## src/rtl/tmf_pkg.sv

```systemverilog
// Shared types, constants and register codes of the thresholded 3x3 mean filter.
// No dependencies; every other file of the block refers to this package by scope.
package tmf_pkg;

  localparam int PIX_W     = 8;
  localparam int CFG_W     = 12;
  localparam int ROW_W     = 12;
  localparam int OUT_ROW_W = 11;
  localparam int SUM_W     = 12;
  localparam int THR_W     = 8;
  localparam int IDX_W     = 2;

  localparam int DEF_MAX_LINE = 2048;
  localparam int MAX_HEIGHT   = 2048;
  localparam int MIN_SIZE     = 3;

  localparam logic [CFG_W-1:0] RST_LINE_WIDTH   = 12'd720;
  localparam logic [CFG_W-1:0] RST_FRAME_HEIGHT = 12'd576;
  localparam logic [THR_W-1:0] RST_THRESHOLD    = 8'd16;

  // Divide by nine as a multiply by round-up(2^16 / 9) and a shift.
  localparam int RECIP_9     = 7282;
  localparam int RECIP_SHIFT = 16;
  localparam int PROD_W      = SUM_W + 13;

  // Window columns held in cells; the newest column comes straight from the stores and the new sample.
  localparam int NUM_CELLS = 2;

  localparam logic [IDX_W-1:0] REG_LINE_WIDTH   = 2'd0;
  localparam logic [IDX_W-1:0] REG_FRAME_HEIGHT = 2'd1;
  localparam logic [IDX_W-1:0] REG_KEEP_THRESH  = 2'd2;

  typedef enum logic [1:0] {
    OP_NONE,
    OP_PIXEL,
    OP_DRAIN
  } op_e;

  typedef struct packed {
    logic [PIX_W-1:0] top;
    logic [PIX_W-1:0] mid;
    logic [PIX_W-1:0] bot;
  } col_t;

endpackage

```

## src/rtl/tmf_col_cell.sv

```systemverilog
// Window column cell: holds one 3-sample column and its registered sum.
// Depends on tmf_pkg for col_t and widths.
module tmf_col_cell (
  input  logic                      clk_i,
  input  logic                      rst_ni,
  input  logic                      shift_i,
  input  tmf_pkg::col_t             col_i,
  output tmf_pkg::col_t             col_o,
  output logic [tmf_pkg::SUM_W-1:0] sum_o
);

  tmf_pkg::col_t             col_q;
  logic [tmf_pkg::SUM_W-1:0] sum_q, sum_d;

  assign sum_d = tmf_pkg::SUM_W'(col_i.top) + tmf_pkg::SUM_W'(col_i.mid)
               + tmf_pkg::SUM_W'(col_i.bot);

  always_ff @(posedge clk_i or negedge rst_ni) begin
    if (!rst_ni) begin
      col_q <= '0;
      sum_q <= '0;
    end else if (shift_i) begin
      col_q <= col_i;
      sum_q <= sum_d;
    end
  end

  assign col_o = col_q;
  assign sum_o = sum_q;

endmodule

```

## config.mk

```make
export PLATFORM = sky130hd
export DESIGN_NAME = tmf_col_cell
export DESIGN_NICKNAME = d
export VERILOG_FILES = /design/src/rtl/tmf_pkg.sv /design/src/rtl/tmf_col_cell.sv
export SDC_FILE = /design/constraint.sdc
export NUM_CORES = 1
export LEC_CHECK = 0
export BUFFER_PORTS_ARGS = -buffer_cell sky130_fd_sc_hd__buf_2
export CORE_UTILIZATION = 53
export DETAILED_ROUTE_END_ITERATION = 10
export GPL_ROUTABILITY_DRIVEN = 0
export PLACE_DENSITY_LB_ADDON = 0.3
export SETUP_SLACK_MARGIN = 0.1
export SLEW_MARGIN = 25
export SYNTH_ARGS = -nofsm -noshare
export SYNTH_HDL_FRONTEND = slang
export SYNTH_SLANG_ARGS = --single-unit
```

## constraint.sdc

```tcl
create_clock -name clk_i -period 2 [get_ports clk_i]
set_clock_uncertainty 0.1 [all_clocks]
set_input_delay 0.4 -clock clk_i [delete_from_list [all_inputs] [get_ports clk_i]]
set_output_delay 0.4 -clock clk_i [all_outputs]
set_load 0.01 [all_outputs]
```

==> results of run 1 <==
per-layer routing:
metal | GRT usage, % | wire length, um
met4 | 9.63 | 95
met5 | 0 | 0
met2 | 37.2 | 1840
met1 | 25.8 | 1580
met3 | 6.71 | 212
final cells by class:
type | instances | area share [%]
clock buffers | 7 | 2.32
clock inverters | 1 | 0.211
inverters | 11 | 2.05
multi-input cells | 91 | 38.8
flip-flops and latches | 34 | 35.8
well taps | 44 | 2.32
repair buffers | 75 | 18.5
path summary, 6_finish.rpt:
path	startpoint	to	slack, ns	cells past startpoint
worst max register to register	sum_o[6]	sum_o[6]	1.04	2
max in group asynchronous	rst_ni	col_o[14]	1.30	1
worst min-delay path	rst_ni	sum_o[7]	0.01	1
worst min register to register	col_o[12]	col_o[12]	0.39	1
min in group clk_i	col_i[2]	col_o[2]	0.18	2
worst max-delay path	col_i[9]	sum_o[9]	-0.18	8
sequential cells by signal, indices dropped and copies added, names as in the netlist:
signal / flops
sum_o: 10
col_o: 24
where the power goes:
part | internal, mW | total [mW] | leakage (nW) | switching [mW]
combinational | 0.349 | 0.699 | 0.698 | 0.349
clock | 0.170 | 0.394 | 0.0353 | 0.224
sequential | 0.791 | 0.843 | 0.399 | 0.0519
cells by family (layout without fill, tap and decap cells):
logic type / after synthesis / in the layout / share of synthesized area, %
other: 1 / 2 / 0.208
AOI/OAI and AO/OA: 29 / 29 / 11.7
adders and majority gates: 16 / 16 / 14.9
muxes: 27 / 27 / 16.8
and+or+nand+nor: 16 / 16 / 4.17
buffers and inverters: 18 / 94 / 4.45
xor gates and xnor gates: 1 / 1 / 0.487
DFF: 34 / 34 / 47.3
stage by stage:
stage | area [um^2] | setup slack (ns) | hold WS (ns)
after detailed placement | 2250 | -0.544 | 0.371
after floorplan | 1830 | -0.367 | 0.00441
final | 2370 | -0.178 | 0.0125
after global placement | 2250 | -0.500 | 0.361
after global routing | 2370 | -0.222 | 0.0726
after CTS | 2360 | -0.175 | 0.0336
repair_timing:
action / in CTS / in global routing
endpoints found under the setup margin: 5 / 5
pin swaps: 4 / 1
buffers inserted: 1 / 0
resized for setup: 9 / 3
cells in the final DEF (no fill, tap or decap), types with 2 or more instances in the layout:
| cell type | n |
|---|---|
| a211oi_2 | 2 |
| nand2_1 | 6 |
| o31a_1 | 2 |
| buf_2 | 57 |
| a211oi_1 | 2 |
| buf_4 | 14 |
| mux2_1 | 23 |
| fa_2 | 2 |
| a21oi_1 | 5 |
| mux2_2 | 2 |
| o21ai_0 | 3 |
| conb_1 | 2 |
| clkbuf_4 | 5 |
| dfrtp_1 | 34 |
| fa_1 | 7 |
| inv_1 | 8 |
| nor2_1 | 3 |
| ha_1 | 5 |
| buf_6 | 3 |
| o31ai_1 | 2 |
==> reports/qor.yml, run 1 <==
status: "finished, violations left"
violations: "setup timing"
drt_iter0_markers: 44
area_growth_pct: 32.0
synth_top_cells_by_count: "dfrtp_1, mux2_1, inv_1, fa_1, ha_1"
io_buffers: 60
ys_warn_count: 0
first_pass_iters: 4
cp-start-kind: "input pin"
finalCoreUtilization_pct: 75.9
synth_edf_count: 0
netlist_area_um2: 1800
grt_usage_pct: 22.1
critPathTopFamily: "adder cells"
slew_headroom_pct: 50.4
crit_path_end_kind: "flop"
drive_gt1_share_pct: 45.7
ant_nets: 0
max-vdd-ir-drop_uv: 567
clkTransAtPathRegs_ns: 0.11
worstPathCellList: "buf_2 > fa_1 > ha_2 > fa_2 > a21oi_2 > o21ai_2 > o31a_1 > o31a_1"
synth_flop_cell: "dfrtp_1"
wl_um: 3720
diodes: 0
worstPathRequired_ns: 2.12
critical-path-slowest-cell: "fa_1"
wl_per_cell_um: 14.1
die_w_um: 60.3
synth_seq_area_share_pct: 47.3
cts.sinks: 34
place_inst: 254
core_area_um2: 3130
power_mw: 1.94
regArea_um2: 851
path_max_fanout: 2
multi_input_area_um2: 921
vias: 1394
setup_ws_ns: -0.178
viasPerCell: 5.30
grt_setup_unrepaired: "true"
synthArstFlopShare_pct: 100
max_cap_violations: 0
fill_cells: 220
finalWorstPathRequiredPeriod_ns: 2.18
cts_htree_levels: 2
start_util_pct: 57.5
synth.most_common_cell: "dfrtp_1"
max-clock-path-buffers: 2
final_max_slew_viol_count: 0
critPathBufInv: 1
rows: 20
drc: 0
numCtsBuffers: 5
synth-seq-cells: 34
nNetsFinal: 261
fin_tns_setup_ns: -0.531
max_stage_delay_ns: 0.47
grt_pass1_wl_um: 5780
pin_count: 63
power.density_nw_per_um2: 815
die_h_um: 60.3
hold_path.class: "in -> async"
synth_cells: 142
syn_area_per_cell_um2: 12.7
hpwlAfterDp_um: 2900
hold_viol_final: 0
die-area_um2: 3630
arrival_ns: 2.30
critPathKind: "in -> reg"
yosys-top-cells-area: "dfrtp_1, mux2_1, fa_1"
cts_root_buf: "clkbuf_4"
stdcell_count: 263
ys_types: 37
clock.fmax_ghz: 0.459
crit_top_cell: "o31a_1"
worst_slew_pin_slew_ns: 0.744
clkLatencyLatePin_ns: 0.33
cts_tree: "done"
postCtsHoldBufs: 0
netlist.top_cell.by_area: "dfrtp_1"
p_leak_nw: 1.13
antenna_found_initial: 0
grt_overflow: 0
period_share_pct: 109
grt_max_degree: 35
netlist.area_leader.share_pct: 47.3
setup_violations: 4
grt_pass1_vias: 1358
Note: power is estimated with default switching activity, not from simulation.
==> inputs of run 2 (changes only) <==
CORE_MARGIN = 5   (was unset)
SKIP_CTS_REPAIR_TIMING = 1   (was unset)
==> run 2 against run 1 <==
Against the previous run:
- the run still ends with setup timing left
- largest cell class unchanged
- highest routed layer unchanged
- via count shrank 0.79%
- non-clock buffer count shrank 2
- routed wire length grew 12%
- first-iteration DRC count is 14% higher
==> reports/qor.yml, run 2 (synthesis gave the netlist of run 1 again) <==
status: "finished, violations left"
violations: "setup timing"
die-area_um2: 4660
hpwlAfterDp_um: 3260
grt_usage_pct: 19.6
hold_path.class: "in -> async"
grt_setup_unrepaired: "true"
ant_nets: 0
finalWorstPathRequiredPeriod_ns: 2.16
core_area_um2: 3310
start_util_pct: 54.3
holdWs_ns: 0.0117
period_share_pct: 108
io_buffers: 60
power.density_nw_per_um2: 858
cts_htree_levels: 2
max-clock-path-buffers: 2
wl_um: 4150
viasPerCell: 5.26
power_mw: 2.05
pin_count: 63
worst_slew_pin_slew_ns: 0.760
layout_common_cells: "buf_2, dfrtp_1, mux2_1"
largest_reg_flops: 24
grt_overflow: 0
final_max_slew_viol_count: 0
drt_iter0_markers: 50
vias: 1383
slew_headroom_pct: 49.3
place_ws_ns: -0.547
numCtsBuffers: 5
stdcell_count: 263
nNetsFinal: 259
grt_pass1_vias: 1548
place_inst: 255
die_h_um: 68.3
die_w_um: 68.3
path_max_fanout: 2
diodes: 0
crit_start: "col_i[1]"
area_growth_pct: 32.7
setup_ws_ns: -0.163
final_common_cell: "buf_2"
grt_pass1_wl_um: 6720
setup_violations: 4
hold_viol_final: 0
dpl-instance-area_um2: 2250
drive_gt1_share_pct: 45.6
reg2reg_from: "col_o[16]"
grt_max_degree: 35
worstPathRequired_ns: 2.13
first_pass_iters: 4
wl_per_cell_um: 15.8
clock.fmax_ghz: 0.462
critPathKind: "in -> reg"
clkTransAtPathRegs_ns: 0.12
cts_root_buf: "clkbuf_4"
max-vdd-ir-drop_uv: 496
cp-start-kind: "input pin"
antenna_found_initial: 0
cts_tree: "done"
cts.sinks: 34
max_cap_violations: 0
drc: 0
clkLatencyLatePin_ns: 0.33
rows: 21
arrival_ns: 2.30
p_leak_nw: 1.13
postLayoutCellArea_um2: 2390
crit_path_end_kind: "flop"
==> run 2: critical path, stage by stage <==
cell	delay, ns
buf_8	0.10
fa_1	0.48
ha_2	0.20
fa_2	0.37
a21oi_4	0.16
o21ai_2	0.09
o31a_1	0.27
o31a_1	0.23
==> run 2: area by class of cell <==
type / instances / area (um^2)
Clock inverter: 3 / 40.0
Tap cell: 46 / 57.6
Multi-Input combinational cell: 91 / 938
Timing Repair Buffer: 73 / 414
Sequential cell: 34 / 851
Fill cell: 253 / 923
Clock buffer: 5 / 37.5
Inverter: 11 / 48.8
==> run 2: where the power goes <==
group	leakage, nW	switching, mW	internal (mW)
logic	0.685	0.359	0.349
registers	0.399	0.0526	0.791
clock network	0.0450	0.238	0.259
total	1.13	0.650	1.40
==> run 2: final timing paths <==
path                                   to  slack (ns)  cells after the start
worst max-delay path             sum_o[9]       -0.16                      8
worst max register to register  col_o[16]        1.07                      1
worst min register to register  col_o[12]        0.39                      1
max in group asynchronous       col_o[22]        1.30                      1
worst min-delay path             col_o[3]        0.01                      1
min in group clk_i               col_o[1]        0.17                      2
==> run 2: per-layer routing <==
layer,vias up,routed length [um],global-route usage [%]
met5,-,0,0
met4,0,101,10.7
met3,13,289,6.08
met2,62,2110,32.7
met1,662,1650,22.3
li1,646,-,-
==> run 2: per-stage QoR <==
step           util, %  setup TNS, ns
6_report          72.1         -0.417
5_1_grt           72.1         -0.585
4_1_cts           70.3         -0.522
3_5_place_dp      67.9          -2.80
3_3_place_gp      67.9          -2.46
2_1_floorplan        -          -1.06
==> inputs of run 3 (changes only) <==
--- a/config.mk
+++ b/config.mk
@@ -7,5 +7,5 @@
 export LEC_CHECK = 0
 export BUFFER_PORTS_ARGS = -buffer_cell sky130_fd_sc_hd__buf_2
-export CORE_MARGIN = 5
+export CORE_MARGIN = 3
 export CORE_UTILIZATION = 53
 export DETAILED_ROUTE_END_ITERATION = 10
--- a/constraint.sdc
+++ b/constraint.sdc
@@ -3,3 +3,3 @@
 set_input_delay 0.4 -clock clk_i [delete_from_list [all_inputs] [get_ports clk_i]]
 set_output_delay 0.4 -clock clk_i [all_outputs]
-set_load 0.01 [all_outputs]
+set_load 0.02 [all_outputs]
==> run 3 against run 2 <==
Against the previous run:
- design area is 2.5% higher
- global-route usage increased by 1.5 points
- clock power down 1%
- the flow still finishes with violations (setup timing)
- critical path type unchanged
- sequential share of layout area fell by 0.87 points
- worst setup slack worse by 0.021 ns
- routed wire length shrank 2.5%
- fmax down 0.98%
- worst hold slack improved by 0.0038 ns
- critical path depth did not move
==> reports/qor.yml, run 3 (synthesis gave the netlist of run 1 again) <==
antenna_found_initial: 0
cts_root_buf: "clkbuf_4"
worst_r2r_endpoint: "col_o[1]"
grt_pass1_vias: 1509
clkLatencyLatePin_ns: 0.33
p_leak_nw: 1.14
worstPathCellList: "buf_6 > fa_1 > ha_2 > fa_2 > a21oi_4 > o21ai_2 > o31a_1 > o31a_1"
regArea_um2: 851
die_h_um: 64.3
power_mw: 2.18
violations: "setup timing"
crit_path_end_kind: "flop"
grt_max_degree: 35
critPathKind: "in -> reg"
critPathBufInv: 1
cts_htree_levels: 2
period_share_pct: 109
final_common_cell: "buf_2"
grt_setup_unrepaired: "true"
hold_path.class: "in -> async"
die-area_um2: 4130
ant_nets: 0
multi_input_area_um2: 971
first_pass_iters: 4
max_stage_delay_ns: 0.49
max-vdd-ir-drop_uv: 593
worstPathRequired_ns: 2.13
drt_iter0_markers: 52
start_util_pct: 57.1
reg2reg_depth: 1
reg2reg_from: "col_o[1]"
rows: 20
drive_gt1_share_pct: 46.4
path_max_fanout: 2
final_max_slew_viol_count: 0
setup_violations: 4
cts.sinks: 34
viasPerCell: 5.27
clock.fmax_ghz: 0.458
die_w_um: 64.3
core_area_um2: 3150
vias: 1390
pin_count: 63
worst_slew_pin_slew_ns: 0.746
wl_per_cell_um: 15.3
grt_pass1_wl_um: 6690
ff2ff_setup_slack_ns: 1.11
crit_top_cell: "o31a_1"
io_buffers: 60
hold_viol_final: 0
largest_reg_flops: 24
critical-path-slowest-cell: "fa_1"
max_cap_violations: 0
drc: 0
wl_um: 4050
critPathTopFamily: "adder cells"
nNetsFinal: 262
layout_common_cells: "buf_2, dfrtp_1, mux2_1"
place_ws_ns: -0.544
max-clock-path-buffers: 2
cts_tree: "done"
status: "finished, violations left"
hpwlAfterDp_um: 3070
cp-start-kind: "input pin"
slew_headroom_pct: 50.3
fill_cells: 209
numCtsBuffers: 5
finalWorstPathRequiredPeriod_ns: 2.18
grt_usage_pct: 21.1
arrival_ns: 2.32
clkTransAtPathRegs_ns: 0.10
area_growth_pct: 36.0
power.density_nw_per_um2: 893
diodes: 0
grt_overflow: 0
setup_ws_ns: -0.185
## run 3: per-stage QoR
stage | util (%) | cells | cell area [um^2] | TNS (ns) | hold slack (ns)
finish | 77.6 | 264 | 2450 | -0.546 | 0.0155
global route | 77.6 | 264 | 2450 | -0.738 | 0.0521
CTS | 73.6 | 261 | 2320 | -0.557 | 0.0293
detailed placement | 71.2 | 253 | 2250 | -2.86 | 0.371
global placement | 71.2 | 253 | 2250 | -2.58 | 0.363
floorplan | - | 143 | 1830 | -1.06 | 0.00441
## run 3: cell type report
cell class              instances  share of cell area (%)
clock inverters                 1                    1.23
inverters                      11                    1.99
multi-input cells              91                    39.7
flip-flops and latches         34                    34.8
clock buffers                   7                    1.84
well taps                      44                    2.25
repair buffers                 76                    18.3
## run 3: power breakdown
group          switching (mW)  leakage [nW]  internal (mW)
clock                   0.226        0.0395          0.265
sequential             0.0553         0.399          0.791
combinational           0.456         0.701          0.391
total                   0.737          1.14           1.45
## run 3: per-layer routing
metal | share of wire [%] | track usage, % | vias to the layer above
met4 | 1.5 | 7.65 | 0
met3 | 7.2 | 5.98 | 7
met1 | 40 | 23.6 | 671
li1 | - | - | 657
met5 | 0 | 0 | -
met2 | 51 | 38.0 | 55
## run 3: worst max path at each step
| stage | end | startpoint | depth (start not counted) | slack (ns) |
|---|---|---|---|---|
| final | sum_o[9] | col_i[1] | 8 | -0.18 |
| after global routing | sum_o[9] | col_i[1] | 8 | -0.22 |
| after CTS | sum_o[9] | col_i[1] | 8 | -0.19 |
| after detailed placement | sum_o[9] | col_i[1] | 8 | -0.54 |
| after global placement | sum_o[9] | col_i[1] | 8 | -0.51 |
| after floorplan | sum_o[9] | col_i[1] | 7 | -0.37 |
